==> src/rtl/core/assert_macros.svh <==
// Assertion helpers shared by the RTL.
`ifndef ASSERT_MACROS_SVH
`define ASSERT_MACROS_SVH

// Checked on every rising edge once reset has been released.
`define ASSERT_RST(label, clk, rst_n, prop, msg) \
    label: assert property (@(posedge clk) disable iff (!rst_n) prop) else $error(msg);

// Checked on every rising edge, reset or not.
`define ASSERT_ALWAYS(label, clk, prop, msg) \
    label: assert property (@(posedge clk) prop) else $error(msg);

`endif

==> src/rtl/core/sldm_pkg.sv <==
package sldm_pkg;

    localparam int VALUE_W = 32;
    localparam int CMD_W   = 2;
    localparam int INDEX_W = 5;
    localparam int CAP_W   = 6;
    localparam int STAT_W  = 2;

    typedef logic [CMD_W-1:0]          cmd_t;
    typedef logic [STAT_W-1:0]         status_t;
    typedef logic signed [VALUE_W-1:0] value_t;
    typedef logic [INDEX_W-1:0]        index_t;
    typedef logic [CAP_W-1:0]          cap_t;

    localparam cmd_t CMD_APPEND  = 2'd0;
    localparam cmd_t CMD_DELMIN  = 2'd1;
    localparam cmd_t CMD_REVERSE = 2'd2;
    localparam cmd_t CMD_READ    = 2'd3;

    localparam status_t ST_OK    = 2'd0;
    localparam status_t ST_FULL  = 2'd1;
    localparam status_t ST_EMPTY = 2'd2;
    localparam status_t ST_RANGE = 2'd3;

    localparam cap_t CAP_RESET = 6'd32;

endpackage

==> src/rtl/core/sldm_if.sv <==
interface sldm_in_if;
    logic                valid;
    logic                ready;
    sldm_pkg::cmd_t      command;
    sldm_pkg::value_t    value;
    sldm_pkg::index_t    index;

    modport source (output valid, output command, output value, output index, input ready);
    modport sink   (input valid, input command, input value, input index, output ready);
endinterface

interface sldm_out_if #(parameter int CNT_W = 6);
    logic                valid;
    logic                ready;
    sldm_pkg::value_t    result_value;
    sldm_pkg::status_t   status;
    logic [CNT_W-1:0]    count;

    modport source (output valid, output result_value, output status, output count,
                    input ready);
    modport sink   (input valid, input result_value, input status, input count,
                    output ready);
endinterface

==> src/rtl/core/sldm_store.sv <==
module sldm_store #(
    parameter int DEPTH = 32,
    localparam int AW = (DEPTH > 1) ? $clog2(DEPTH) : 1
) (
    input  logic             clk,
    input  logic             wr_en,
    input  logic [AW-1:0]    wr_addr,
    input  sldm_pkg::value_t wr_data,
    input  logic             rd_en,
    input  logic [AW-1:0]    rd_addr,
    output sldm_pkg::value_t rd_data
);

    sldm_pkg::value_t mem [DEPTH];
    sldm_pkg::value_t rd_data_reg;

    always_ff @(posedge clk)
    begin
        if (wr_en)
        begin
            mem[wr_addr] <= wr_data;
        end
        if (rd_en)
        begin
            rd_data_reg <= mem[rd_addr];
        end
    end

    assign rd_data = rd_data_reg;

endmodule

==> src/rtl/core/sldm_ctrl.sv <==
`include "assert_macros.svh"

module sldm_ctrl #(
    parameter int DEPTH = 32,
    localparam int AW = (DEPTH > 1) ? $clog2(DEPTH) : 1,
    localparam int CW = $clog2(DEPTH + 1),
    localparam int WW = (CW > sldm_pkg::CAP_W) ? CW : sldm_pkg::CAP_W
) (
    input  logic             clk,
    input  logic             rst_n,
    input  logic [CW-1:0]    limit,
    sldm_in_if.sink          request,
    sldm_out_if.source       response,
    output logic             wr_en,
    output logic [AW-1:0]    wr_addr,
    output sldm_pkg::value_t wr_data,
    output logic             rd_en,
    output logic [AW-1:0]    rd_addr,
    input  sldm_pkg::value_t rd_data
);

    localparam logic [3:0] S_IDLE      = 4'd0;
    localparam logic [3:0] S_SCAN      = 4'd1;
    localparam logic [3:0] S_SCAN_WAIT = 4'd2;
    localparam logic [3:0] S_SHIFT     = 4'd3;
    localparam logic [3:0] S_RV_LO     = 4'd4;
    localparam logic [3:0] S_RV_HI     = 4'd5;
    localparam logic [3:0] S_RV_WLO    = 4'd6;
    localparam logic [3:0] S_RV_WHI    = 4'd7;
    localparam logic [3:0] S_RD_WAIT   = 4'd8;
    localparam logic [3:0] S_FIN       = 4'd9;

    logic [3:0]          state_reg, state_next;
    logic [CW-1:0]       count_reg, count_next;
    logic                out_valid_reg, out_valid_next;
    logic                rv_scan_reg, rv_scan_next;
    logic                rv_shift_reg, rv_shift_next;

    logic [CW-1:0]       ptr_reg, ptr_next;
    logic [AW-1:0]       ridx_reg, ridx_next;
    logic [AW-1:0]       pos_reg, pos_next;
    logic [AW-1:0]       lo_reg, lo_next;
    logic [AW-1:0]       hi_reg, hi_next;
    sldm_pkg::value_t    best_reg, best_next;
    sldm_pkg::value_t    tmp_reg, tmp_next;
    sldm_pkg::value_t    res_reg, res_next;
    sldm_pkg::status_t   st_reg, st_next;
    sldm_pkg::value_t    out_value_reg, out_value_next;
    sldm_pkg::status_t   out_status_reg, out_status_next;
    logic [CW-1:0]       out_count_reg, out_count_next;

    logic [CW-1:0]       cm1;
    logic                better;

    assign cm1    = count_reg - 1'b1;
    assign better = (ridx_reg == '0) || (rd_data < best_reg);

    assign request.ready         = (state_reg == S_IDLE);
    assign response.valid        = out_valid_reg;
    assign response.result_value = out_value_reg;
    assign response.status       = out_status_reg;
    assign response.count        = out_count_reg;

    always_comb
    begin
        state_next      = state_reg;
        count_next      = count_reg;
        out_valid_next  = out_valid_reg;
        rv_scan_next    = 1'b0;
        rv_shift_next   = 1'b0;
        ptr_next        = ptr_reg;
        ridx_next       = ridx_reg;
        pos_next        = pos_reg;
        lo_next         = lo_reg;
        hi_next         = hi_reg;
        best_next       = best_reg;
        tmp_next        = tmp_reg;
        res_next        = res_reg;
        st_next         = st_reg;
        out_value_next  = out_value_reg;
        out_status_next = out_status_reg;
        out_count_next  = out_count_reg;
        wr_en           = 1'b0;
        wr_addr         = '0;
        wr_data         = rd_data;
        rd_en           = 1'b0;
        rd_addr         = '0;

        if (out_valid_reg && response.ready)
        begin
            out_valid_next = 1'b0;
        end

        // scan compare and shift write-back act in the cycle after the read
        if (rv_scan_reg && better)
        begin
            best_next = rd_data;
            pos_next  = ridx_reg;
        end
        if (rv_shift_reg)
        begin
            wr_en   = 1'b1;
            wr_addr = ridx_reg - 1'b1;
            wr_data = rd_data;
        end

        case (state_reg)
            S_IDLE:
            begin
                if (request.valid)
                begin
                    res_next   = '0;
                    st_next    = sldm_pkg::ST_OK;
                    state_next = S_FIN;
                    case (request.command)
                        sldm_pkg::CMD_APPEND:
                        begin
                            if (count_reg >= limit)
                            begin
                                st_next = sldm_pkg::ST_FULL;
                            end
                            else
                            begin
                                wr_en      = 1'b1;
                                wr_addr    = count_reg[AW-1:0];
                                wr_data    = request.value;
                                count_next = count_reg + 1'b1;
                            end
                        end
                        sldm_pkg::CMD_DELMIN:
                        begin
                            if (count_reg == '0)
                            begin
                                st_next = sldm_pkg::ST_EMPTY;
                            end
                            else
                            begin
                                ptr_next   = '0;
                                state_next = S_SCAN;
                            end
                        end
                        sldm_pkg::CMD_REVERSE:
                        begin
                            if (count_reg > CW'(1))
                            begin
                                lo_next    = '0;
                                hi_next    = cm1[AW-1:0];
                                state_next = S_RV_LO;
                            end
                        end
                        sldm_pkg::CMD_READ:
                        begin
                            if (WW'(request.index) >= WW'(count_reg))
                            begin
                                st_next = sldm_pkg::ST_RANGE;
                            end
                            else
                            begin
                                rd_en      = 1'b1;
                                rd_addr    = AW'(request.index);
                                state_next = S_RD_WAIT;
                            end
                        end
                        default:
                        begin
                            state_next = S_FIN;
                        end
                    endcase
                end
            end
            S_SCAN:
            begin
                rd_en        = 1'b1;
                rd_addr      = ptr_reg[AW-1:0];
                rv_scan_next = 1'b1;
                ridx_next    = ptr_reg[AW-1:0];
                ptr_next     = ptr_reg + 1'b1;
                if (ptr_reg == cm1)
                begin
                    state_next = S_SCAN_WAIT;
                end
            end
            S_SCAN_WAIT:
            begin
                res_next   = best_next;
                ptr_next   = CW'(pos_next) + 1'b1;
                state_next = S_SHIFT;
            end
            S_SHIFT:
            begin
                if (ptr_reg < count_reg)
                begin
                    rd_en         = 1'b1;
                    rd_addr       = ptr_reg[AW-1:0];
                    rv_shift_next = 1'b1;
                    ridx_next     = ptr_reg[AW-1:0];
                    ptr_next      = ptr_reg + 1'b1;
                end
                else
                begin
                    count_next = cm1;
                    state_next = S_FIN;
                end
            end
            S_RV_LO:
            begin
                rd_en      = 1'b1;
                rd_addr    = lo_reg;
                state_next = S_RV_HI;
            end
            S_RV_HI:
            begin
                tmp_next   = rd_data;
                rd_en      = 1'b1;
                rd_addr    = hi_reg;
                state_next = S_RV_WLO;
            end
            S_RV_WLO:
            begin
                wr_en      = 1'b1;
                wr_addr    = lo_reg;
                wr_data    = rd_data;
                state_next = S_RV_WHI;
            end
            S_RV_WHI:
            begin
                wr_en   = 1'b1;
                wr_addr = hi_reg;
                wr_data = tmp_reg;
                lo_next = lo_reg + 1'b1;
                hi_next = hi_reg - 1'b1;
                if ((lo_reg + 1'b1) < (hi_reg - 1'b1))
                begin
                    state_next = S_RV_LO;
                end
                else
                begin
                    state_next = S_FIN;
                end
            end
            S_RD_WAIT:
            begin
                res_next   = rd_data;
                state_next = S_FIN;
            end
            S_FIN:
            begin
                if (!out_valid_reg || response.ready)
                begin
                    out_valid_next  = 1'b1;
                    out_value_next  = res_reg;
                    out_status_next = st_reg;
                    out_count_next  = count_reg;
                    state_next      = S_IDLE;
                end
            end
            default:
            begin
                state_next = S_IDLE;
            end
        endcase
    end

    always_ff @(posedge clk or negedge rst_n)
    begin
        if (!rst_n)
        begin
            state_reg     <= S_IDLE;
            count_reg     <= '0;
            out_valid_reg <= 1'b0;
            rv_scan_reg   <= 1'b0;
            rv_shift_reg  <= 1'b0;
        end
        else
        begin
            state_reg     <= state_next;
            count_reg     <= count_next;
            out_valid_reg <= out_valid_next;
            rv_scan_reg   <= rv_scan_next;
            rv_shift_reg  <= rv_shift_next;
        end
    end

    always_ff @(posedge clk)
    begin
        ptr_reg        <= ptr_next;
        ridx_reg       <= ridx_next;
        pos_reg        <= pos_next;
        lo_reg         <= lo_next;
        hi_reg         <= hi_next;
        best_reg       <= best_next;
        tmp_reg        <= tmp_next;
        res_reg        <= res_next;
        st_reg         <= st_next;
        out_value_reg  <= out_value_next;
        out_status_reg <= out_status_next;
        out_count_reg  <= out_count_next;
    end

    `ASSERT_RST(a_count_bound, clk, rst_n, count_reg <= CW'(DEPTH), "entry count beyond depth")
    `ASSERT_RST(a_wr_in_list, clk, rst_n, wr_en |-> (CW'(wr_addr) <= count_reg), "write past list end")
    `ASSERT_RST(a_no_rw_clash, clk, rst_n, (wr_en && rd_en) |-> (wr_addr != rd_addr), "read and write hit one entry")

endmodule

==> src/rtl/core/sequential_list_delete_min.sv <==
// Packed list of signed 32-bit values held in a single on-chip RAM with one
// write and one registered read port. Commands: append, delete-minimum,
// reverse, read-at-index; each returns exactly one response transaction with
// the value, a status and the entry count after the command. One command is
// worked on at a time; a new request is taken as soon as the sequencer is idle,
// even while the previous response still waits. Delete-minimum makes one RAM
// read per entry for the scan, then one read and write per later entry for
// the shift; reverse makes two reads and two writes per swapped pair through
// the single write port.
// The capacity register may only be written while no command is in flight.
module sequential_list_delete_min #(
    parameter int DEPTH = 32
) (
    input  logic                 clk,
    input  logic                 rst_n,
    input  logic                 cfg_wr_en,
    input  sldm_pkg::cap_t       cfg_wr_data,
    sldm_in_if.sink              request,
    sldm_out_if.source           response
);

    localparam int AW = (DEPTH > 1) ? $clog2(DEPTH) : 1;
    localparam int CW = $clog2(DEPTH + 1);
    localparam int WW = (CW > sldm_pkg::CAP_W) ? CW : sldm_pkg::CAP_W;

    sldm_pkg::cap_t   capacity_reg;
    logic [WW-1:0]    cap_ext;
    logic [WW-1:0]    limit_wide;
    logic [CW-1:0]    limit;

    logic             wr_en;
    logic [AW-1:0]    wr_addr;
    sldm_pkg::value_t wr_data;
    logic             rd_en;
    logic [AW-1:0]    rd_addr;
    sldm_pkg::value_t rd_data;

    always_ff @(posedge clk or negedge rst_n)
    begin
        if (!rst_n)
        begin
            capacity_reg <= sldm_pkg::CAP_RESET;
        end
        else if (cfg_wr_en)
        begin
            capacity_reg <= cfg_wr_data;
        end
    end

    assign cap_ext    = WW'(capacity_reg);
    assign limit_wide = (cap_ext < WW'(DEPTH)) ? cap_ext : WW'(DEPTH);
    assign limit      = limit_wide[CW-1:0];

    sldm_store #(
        .DEPTH (DEPTH)
    ) u_store (
        .clk     (clk),
        .wr_en   (wr_en),
        .wr_addr (wr_addr),
        .wr_data (wr_data),
        .rd_en   (rd_en),
        .rd_addr (rd_addr),
        .rd_data (rd_data)
    );

    sldm_ctrl #(
        .DEPTH (DEPTH)
    ) u_ctrl (
        .clk      (clk),
        .rst_n    (rst_n),
        .limit    (limit),
        .request  (request),
        .response (response),
        .wr_en    (wr_en),
        .wr_addr  (wr_addr),
        .wr_data  (wr_data),
        .rd_en    (rd_en),
        .rd_addr  (rd_addr),
        .rd_data  (rd_data)
    );

endmodule
==> src/flat_wrapper.sv <==
// flat-port wrapper written by rule: the top's interface ports become plain ports
module sequential_list_delete_min_flat 
#(
    parameter int DEPTH = 32
)
  (clk, rst_n, cfg_wr_en, cfg_wr_data, request_valid, request_command, request_value, request_index, request_ready, response_valid, response_result_value, response_status, response_count, response_ready);
  sldm_in_if request_i ();
  sldm_out_if response_i ();
  input  logic clk;
  input  logic rst_n;
  input  logic cfg_wr_en;
  input  sldm_pkg::cap_t cfg_wr_data;
  input wire logic [$bits(request_i.valid)-1:0] request_valid;
  input wire logic [$bits(request_i.command)-1:0] request_command;
  input wire logic [$bits(request_i.value)-1:0] request_value;
  input wire logic [$bits(request_i.index)-1:0] request_index;
  output wire logic [$bits(request_i.ready)-1:0] request_ready;
  output wire logic [$bits(response_i.valid)-1:0] response_valid;
  output wire logic [$bits(response_i.result_value)-1:0] response_result_value;
  output wire logic [$bits(response_i.status)-1:0] response_status;
  output wire logic [$bits(response_i.count)-1:0] response_count;
  input wire logic [$bits(response_i.ready)-1:0] response_ready;
  assign request_i.valid = request_valid;
  assign request_i.command = request_command;
  assign request_i.value = request_value;
  assign request_i.index = request_index;
  assign request_ready = request_i.ready;
  assign response_valid = response_i.valid;
  assign response_result_value = response_i.result_value;
  assign response_status = response_i.status;
  assign response_count = response_i.count;
  assign response_i.ready = response_ready;
  sequential_list_delete_min #(.DEPTH(DEPTH)) u_core (.clk(clk), .rst_n(rst_n), .cfg_wr_en(cfg_wr_en), .cfg_wr_data(cfg_wr_data), .request(request_i), .response(response_i));
endmodule
==> config.mk <==
export PLATFORM = sky130hd
export DESIGN_NAME = sequential_list_delete_min_flat
export DESIGN_NICKNAME = d
export VERILOG_FILES = /design/src/rtl/core/sldm_pkg.sv /design/src/rtl/core/sldm_if.sv /design/src/rtl/core/sldm_store.sv /design/src/rtl/core/sldm_ctrl.sv /design/src/rtl/core/sequential_list_delete_min.sv /design/src/flat_wrapper.sv
export VERILOG_INCLUDE_DIRS = /design/src /design/src/rtl/core
export SDC_FILE = /design/constraint.sdc
export NUM_CORES = 1
export LEC_CHECK = 0
export BUFFER_PORTS_ARGS = -buffer_cell sky130_fd_sc_hd__buf_2
export CAP_MARGIN = 20
export CORE_UTILIZATION = 40
export DETAILED_ROUTE_END_ITERATION = 8
export GPL_TIMING_DRIVEN = 0
export PLACE_DENSITY = 0.57
export SYNTH_ARGS = -nofsm -noshare
export SYNTH_HDL_FRONTEND = slang
export SYNTH_SLANG_ARGS = --single-unit
==> constraint.sdc <==
create_clock -name clk -period 8 [get_ports clk]
set_input_delay 2.4 -clock clk [delete_from_list [all_inputs] [get_ports clk]]
set_output_delay 2.4 -clock clk [all_outputs]
set_load 0.05 [all_outputs]
# Word level (Yosys, flattened, before mapping)
# Memories as Yosys holds them, arrays and structs flattened. A register that Yosys moved wholly into a read port is not among the register bits.
# Cells that the tools add are included.
totals:
  elab_cells: 151
  register_bits: 183
  mem_bits_rw: 1024
  n_memories: 1
memory_table:
  columns: ["memory", "depth", "word_bits", "read_ports", "rd_clocked_by_memory_dff", "write_ports", "line", "rtl"]
  rows:
  - ["u_core.u_store.mem", 32, 32, 1, 1, 1, "sldm_store.sv:14", "sldm_pkg::value_t mem [DEPTH];"]
classes:
  magnitude_cmp: 7
  n_reduce_logical: 24
  add_sub_neg: 7
  eq_ne: 24
  muxes: 70
ops:
  columns: ["cell", "n"]
  rows:
  - ["$mux 32", 5]
  - ["$pmux 32 s3", 1]
  - ["$mux 5", 16]
  - ["$pmux 32 s2", 1]
  - ["$mux 6", 9]
  - ["$pmux 4 s10", 1]
  - ["$lt 32x32->1", 1]
  - ["$pmux 5 s2", 3]
  - ["$mux 4", 7]
  - ["$pmux 5 s5", 1]
  - ["$pmux 6 s4", 1]
  - ["$mux 1", 17]
  - ["$eq 4x3->1 const B", 4]
  - ["$pmux 5 s3", 1]
  - ["$ne 2x2->1 const B", 7]
  - ["$add 6x1->6 const B", 2]
  - ["$pmux 4 s3", 1]
  - ["$pmux 6 s2", 1]
  - ["$reduce_and 5->1", 2]
  - ["$sub 5x1->5 const B", 2]
  - ["$eq 4x2->1 const B", 2]
  - ["$eq 4x4->1 const B", 2]
  - ["$ne 2x1->1 const B", 4]
  - ["$reduce_and 2->1", 4]
  - ["other kinds (30)", 37]

# Depth between registers and ports, before layout
# Gate-level depths: netlist (run 1).
depth:
  ltp_word: 9
  depth_mapped: 16
  mapped_depth_nobuf: 14

# Cells and area by module
# A second synthesis (run 1) with hierarchy kept.
unflattened:
  cells_unflattened: 3124
  hier_area_um2: 50188.1
modules_own_cells:
  columns: ["module", "cells_per_inst", "instances", "area_each_um2"]
  rows:
  - ["sldm_store", 2260, 1, 40812.9]
  - ["sldm_ctrl", 846, 1, 9091.2]
  - ["sequential_list_delete_min", 18, 1, 284.0]

# Worst setup path before layout (run 1)
# No wires, ideal clock.
synth_path:
  path_kind: "input to register"
  start: "in request_valid"
  end: "reg u_core.u_ctrl.res_reg[0], enable pin"
  cell_stages: 2
  arrival_time_ps: 7534
  setup_time_ps: 595
  path_buffers: 0
  path_slack_ps: -129
  path_cell_list: "nor3_1 > a2111oi_0"
synth_via:
  elab_chain_cells: 2
synth_rtl:
  columns: ["element", "line", "rtl"]
  rows:
  - ["start: declaration", "flat_wrapper.sv:13", "input wire logic [$bits(request_i.valid)-1:0] request_valid;"]
  - ["$ne 2x2->1 (no line)", null, null]
  - ["$reduce_and 2->1 (no line)", null, null]
  - ["end signal: assignment", "sldm_ctrl.sv:293", "res_reg <= res_next;"]
  - ["end: declaration", "sldm_ctrl.sv:46", "sldm_pkg::value_t res_reg, res_next;"]
# No other way between the ends.
# A chain may end at the register's enable or synchronous reset.

# Final worst setup path (run 1)
layout_path:
  start: "in request_index[0]"
  end: "reg u_core.u_store.rd_data_reg[18] (netlist: u_core.u_store.rd_data[18]), read port of u_core.u_store.mem (data pin)"
layout_via:
  elab_chain_cells: 5
layout_rtl:
  columns: ["element", "line", "rtl"]
  rows:
  - ["start: declaration", "flat_wrapper.sv:16", "input wire logic [$bits(request_i.index)-1:0] request_index;"]
  - ["$ge 5x6->1", "sldm_ctrl.sv:153", "if (WW'(request.index) >= WW'(count_reg))"]
  - ["$mux 5 / $mux 1 (equally long branches)", "sldm_ctrl.sv:153", null]
  - ["$mux 5 / $mux 1 (equally long branches)", "sldm_ctrl.sv:115", "case (request.command)"]
  - ["$mux 5 / $mux 1 (equally long branches)", "sldm_ctrl.sv:110", "if (request.valid)"]
  - ["$pmux 5 s5 / $pmux 1 s3 (equally long branches)", "sldm_ctrl.sv:107", "case (state_reg)"]
  - ["end: declaration", "sldm_store.sv:15", "sldm_pkg::value_t rd_data_reg;"]
# Parallel ways exist; a longest one is shown, timed or not.

==> run_results.csv, run 1 <==
group,metric,value,unit
clocking,clock-sinks,1239,
sta,rsz0062_at_grt,"false",
sta,fmax,163,MHz
yosys,synthTopCellsByArea,"edfxtp_1 (70%), nand2_1 (5.7%), mux2i_1 (4.6%)",
worst_setup_path,cp.required,8450,ps
clocking,cts_made_buffers,121,
grt,grt_max_degree,33,
outcome,status,"completed",
drt,drcViolationCount,0,
finish,drive_gt1_share,14.3,%
worst_setup_path,r2r_cells,15,
yosys,synth.distinct_cells,87,
min_path,hold_path.class,"flop to flop",
drt,avgRoutedWirePerCell,24.0,um
clocking,cts_tree,"done",
yosys,syn_inst,3595,
yosys,synth_top_area_share,70.0,%
worst_setup_path,crit_start,"request_index[0]",
sta,finalCritPeriodShare,76.9,%
drt,vias,31000,
finish,layout_commonest_cell,"edfxtp_1",
worst_setup_path,crit_fanout,10,
yosys,synth_edf_count,1183,
place,dp.cells,5438,
yosys,synth_largest_area_cell,"edfxtp_1",
grt,grt_first_pass_wirelength,199,mm
power,total_power,25.1,mW
place,dpl_cell_area,54800,um^2
clocking,ctsHoldBuffers,0,
grt,grt_usage,21.1,%
floorplan,coreArea,126000,um^2
yosys,ys_ff_latch,1239,
drt,viasPerCell,5.46,
floorplan,fp-row-count,130,
finish,largest-register,"u_core.u_store.mem",
floorplan,die_x,358,um
finish,antennaDiodeCount,0,
sta,holdWs,410,ps
grt,grt_pass1_vias,30200,
yosys,synth-main-ff-cell,"edfxtp_1",
sta,min_period,6150,ps
sta,slew_viol_final,0,
sta,skew,61.0,ps
clocking,clk_pin_slew,60,ps
drt,ant_nets,0,
worst_setup_path,critPathKind,"input pin to flop",
finish,fin_cells,5690,
drt,first_iter_violations,2794,
clocking,root_buffer,"clkbuf_16",
min_path,min_from,"u_core.u_ctrl.res_reg[27]",
drt,dr.pass1.iters,5,
place,port_buffers,89,
finish,final_area,59400,um^2
yosys,ys_warn_count,0,
clocking,clkLatencyLatePin,730,ps
finish,fin_nets,4045,
yosys,async_flop_share,1.53,%
power,ir_worst_vdd,0.193,mV
sta,setup_viol,0,
sta,hold_violations,0,
yosys,synth_fp_nets,3705,
place,dp_hpwl,97.4,mm
clocking,postCtsSetupRepairBufs,0,
worst_setup_path,r2r_setup_slack,2570,ps
sta,tightest_slew,1190,ps
drt,wl,137,mm
power,p_per_area,422,nW/um^2
grt,overflow,0,
floorplan,initial_core_util,40.3,%
min_path,whs_endpoint,"u_core.u_ctrl.response.result_value[27]",
place,routabilityCongestion,0.929,
finish,fin_util,47.2,%
power,p_leak,20.8,nW
floorplan,die_h,358,um
worst_setup_path,crit_path_end_kind,"flop",
flow_run,maxCapViolations,0,
clocking,ctsLongestPathBuffers,3,
finish,largest_reg_flops,1024,
finish,area_growth,17.1,%
floorplan,die_area,128000,um^2
worst_setup_path,r2r_end,"u_core.u_store.mem[14][4]",
worst_setup_path,cp.arrival,6600,ps
yosys,synth.cell_area,50700,um^2
worst_setup_path,r2r-start,"u_core.u_ctrl.count_reg[0]",
clocking,cts_resized,0,
min_path,min_path_cells,0,
clocking,htreeDepth,3,
worst_setup_path,start_kind,"input pin",
floorplan,pin_count,92,
sta,maxSlewHeadroom,20.9,%
finish,mostFrequentLayoutCells,"edfxtp_1 (1183), nand2_1 (775), nand3_1 (282)",
grt,antenna_found_initial,2,
yosys,seq_area_frac_synth,72.4,%
yosys,syn_area_per_cell,14.1,um^2
cell usage after synthesis, types with 38 or more instances:
cell / instances
edfxtp_1: 1183
nand2_1: 775
nand3_1: 282
mux2i_1: 233
clkbuf_1: 113
a21oi_1: 61
inv_1: 61
ha_1: 60
nor2_1: 48
and3_1: 46
buf_2: 42
nand4_1: 39
o21ai_0: 39
a31oi_1: 38
nor3_1: 38
where the power goes:
| group | leakage, nW | internal [mW] | switching (mW) |
|---|---|---|---|
| clock | 1.95 | 3.23 | 2.45 |
| combinational | 7.63 | 3.01 | 6.88 |
| sequential | 11.2 | 9.08 | 0.432 |
worst max-delay path by stage:
stage	to	slack, ps	cells after the start
2_1_floorplan	u_core.u_store.mem[12][0]	1090	6
3_3_place_gp	u_core.u_store.mem[8][4]	-2530	7
3_5_place_dp	u_core.u_store.rd_data[18]	1150	13
4_1_cts	u_core.u_store.rd_data[18]	1950	13
5_1_grt	u_core.u_store.rd_data[19]	1660	15
6_report	u_core.u_store.rd_data[18]	1850	13
metal layers:
metal	GRT usage [%]	routed length [um]	share of wire, %	vias up
li1	-	-	-	14300
met1	28.5	58400	43	15500
met2	35.1	65600	48	1071
met3	3.72	9710	7.1	184
met4	5.73	3050	2.2	4
met5	0.630	122	0.089	-
worst max-delay path: stages:
cell and delay, ps:
buf_2 160, inv_1 100, ha_1 290, nand2b_1 140
a21o_1 170, a21o_1 230, a211oi_4 530, a221oi_4 260
nor4_2 1030, clkbuf_1 570, nand3_1 160, nand4_1 370
nor4_2 160
final cells by class:
class / count / area, um^2
Fill cell: 10900 / 66300
Sequential cell: 1239 / 36700
Multi-Input combinational cell: 2089 / 12900
Clock buffer: 160 / 3300
Timing Repair Buffer: 217 / 2400
Tap cell: 1650 / 2060
Buffer: 204 / 1030
Clock inverter: 68 / 691
Inverter: 63 / 240
metrics by stage:
step / setup TNS, ps / setup slack, ps
after floorplan: 0 / 1090
after global placement: -1472420 / -2530
after detailed placement: 0 / 1150
after CTS: 0 / 1950
after global routing: 0 / 1660
final: 0 / 1850
logic make-up after synthesis:
family	synth area share, %
buffers and inverters	2.50
XOR/XNOR	0.397
multiplexers	4.80
AND/OR/NAND/NOR	12.3
flip-flops	72.4
AO/OA/AOI/OAI	6.07
adder cells (fa/ha/maj)	1.48
No activity file was read; power rests on OpenSTA's default activity.
==> inputs of run 2 (changes only) <==
==> constraint.sdc (replaced) <==
create_clock -name clk -period 6.21 [get_ports clk]
set_input_delay 1.863 -clock clk [delete_from_list [all_inputs] [get_ports clk]]
set_output_delay 1.863 -clock clk [all_outputs]
set_load 0.05 [all_outputs]
==> run 2 against run 1 <==
  * Global-route usage is 0.10 points higher
  * Worst setup slack got worse by 1300 ps
  * First-iteration DRC count increased by 9.8%
  * Clock power is 31% higher
  * Non-clock buffer count down 8
  * Final cell count down 0.12%
  * Flip-flop and latch count unchanged
  * Clock skew fell by 22 ps
  * Register-to-register slack worse by 1800 ps
  * Combinational power increased by 28%
  * Hold slack better by 6.6 ps
  * Critical path type unchanged
==> run_results.csv, run 2 (synthesized netlist as in run 1, its figures left out) <==
group,metric,value,unit
outcome,status,"completed",
grt,antenna_found_initial,2,
place,port_buffers,89,
place,dp_hpwl,97.5,mm
clocking,clock-sinks,1239,
grt,grt_pass1_vias,30100,
finish,largest_reg_flops,1024,
clocking,postCtsSetupRepairBufs,0,
sta,tightest_slew,1130,ps
finish,fin_util,47.3,%
clocking,clkLatencyLatePin,740,ps
grt,overflow,0,
finish,fillers,10900,
worst_setup_path,slowest_delay,760,ps
finish,drive_gt1_share,14.2,%
worst_setup_path,critPathSlowestCell,"a21oi_1",
power,p_sw,12.6,mW
worst_setup_path,crit_path_end_kind,"flop",
clocking,ctsLongestPathBuffers,3,
drt,drcViolationCount,0,
sta,maxSlewHeadroom,24.0,%
floorplan,die_h,358,um
place,pre_cts_ws,-128,ps
sta,slew_viol_final,0,
power,power_frac_clock,23.0,%
worst_setup_path,critPathTopFamily,"buffers and inverters",
sta,setup_viol,0,
worst_setup_path,cp.arrival,6140,ps
grt,grt_max_degree,33,
flow_run,maxCapViolations,0,
worst_setup_path,cp.required,6700,ps
clocking,clk_pin_slew,60,ps
finish,area_growth,17.2,%
drt,wl,137,mm
sta,min_period,5660,ps
sta,rsz0062_at_grt,"false",
worst_setup_path,path_cells,"buf_2 > clkbuf_1 > or4b_2 > a21oi_2 > mux2_2 > a21oi_1 > clkbuf_1 > nor3_2 > buf_6 > buf_6 > buf_6",
sta,hold_violations,0,
drt,viasPerCell,5.46,
floorplan,die_area,128000,um^2
floorplan,pin_count,92,
sta,skew,39.1,ps
worst_setup_path,crit_fanout,10,
drt,avgRoutedWirePerCell,24.1,um
worst_setup_path,crit_buf_inv,6,
power,p_per_area,545,nW/um^2
worst_setup_path,critPathKind,"input pin to flop",
clocking,ctsHoldBuffers,0,
min_path,hold_path.class,"flop to flop",
drt,ant_nets,0,
clocking,cts_made_buffers,121,
grt,grt_first_pass_wirelength,200,mm
power,p_int,19.8,mW
worst_setup_path,cpMostUsedCell,"buf_6",
floorplan,initial_core_util,40.3,%
floorplan,die_x,358,um
sta,fmax,177,MHz
floorplan,coreArea,126000,um^2
power,ir_worst_vdd,0.254,mV
finish,largest-register,"u_core.u_store.mem",
sta,fin_setup_tns,0,ps
sta,setup_ws,554,ps
power,p_leak,20.8,nW
clocking,htreeDepth,3,
drt,first_iter_violations,3067,
grt,grt_usage,21.2,%
finish,antennaDiodeCount,0,
worst_setup_path,start_kind,"input pin",
clocking,cts_tree,"done",
power,sw_frac_of_total,38.8,%
drt,vias,31000,
finish,fin_nets,4037,
clocking,cts_resized,0,
finish,layout_commonest_cell,"edfxtp_1",
finish,mostFrequentLayoutCells,"edfxtp_1 (1183), nand2_1 (775), nand3_1 (282)",
power,p_seq_share,37.8,%
sta,holdWs,416,ps
drt,dr.pass1.iters,7,
sta,finalCritPeriodShare,91.1,%
power,combPwrFrac,39.1,%
floorplan,fp-row-count,130,
clocking,root_buffer,"clkbuf_16",
power,total_power,32.4,mW
place,routabilityCongestion,0.909,
[run 2: worst register-to-register path, cell delays in order, from the launching register on]
cell      delay, ps
dfrtp_1         580
inv_1           230
ha_1            330
nand2b_1        140
a21o_1          170
a21o_1          170
a21o_1          180
a21o_1          230
a21oi_2         370
mux2_2          440
a21oi_1         760
clkbuf_1        720
nor3_2          340
buf_6           250
buf_6           160
buf_6           160
[run 2: power by group through the flow]
stage | registers, mW | clock network (mW) | logic (mW)
2_1_floorplan | 12.4 | 0 | 7.06
3_3_place_gp | 12.6 | 0 | 11.5
3_5_place_dp | 12.5 | 0 | 12.1
4_1_cts | 12.3 | 7.56 | 12.2
5_1_grt | 12.4 | 7.87 | 13.6
6_report | 12.3 | 7.46 | 12.7
[run 2: metal layers]
layer,part of all wire [%],up-vias,global-route usage (%)
met3,7.2,180,3.74
met1,43,15500,29.0
met4,2.4,0,5.95
met5,0,-,0
li1,-,14300,-
met2,47,1067,34.8
[run 2: layout make-up]
type	instances	area (um^2)	area share, %
Multi-Input combinational cell	2089	13000	21.8
Inverter	63	240	0.404
Timing Repair Buffer	209	2330	3.92
Clock buffer	167	3360	5.66
Buffer	204	1030	1.73
Sequential cell	1239	36700	61.8
Clock inverter	62	717	1.21
Tap cell	1650	2060	3.47
[run 2: final timing paths]
path,start,to,slack [ps],cells after the start
hold / removal,u_core.u_ctrl.res_reg[19],u_core.u_ctrl.response.result_value[19],420,0
max in group asynchronous,rst_n,u_core.cap_ext[5],4720,1
min in group asynchronous,rst_n,u_core.cap_ext[4],1120,1
hold reg to reg,u_core.u_ctrl.res_reg[19],u_core.u_ctrl.response.result_value[19],420,0
setup / recovery,request_command[1],u_core.u_store.mem[31][2],550,11
setup reg to reg,u_core.u_ctrl.count_reg[0],u_core.u_store.mem[31][2],740,15
[run 2: through the flow]
step / area [um^2] / instances
6_report: 59400 / 5683
5_1_grt: 59400 / 5683
4_1_cts: 58900 / 5663
3_5_place_dp: 54800 / 5434
3_3_place_gp: 53300 / 5334
2_1_floorplan: 50700 / 3595
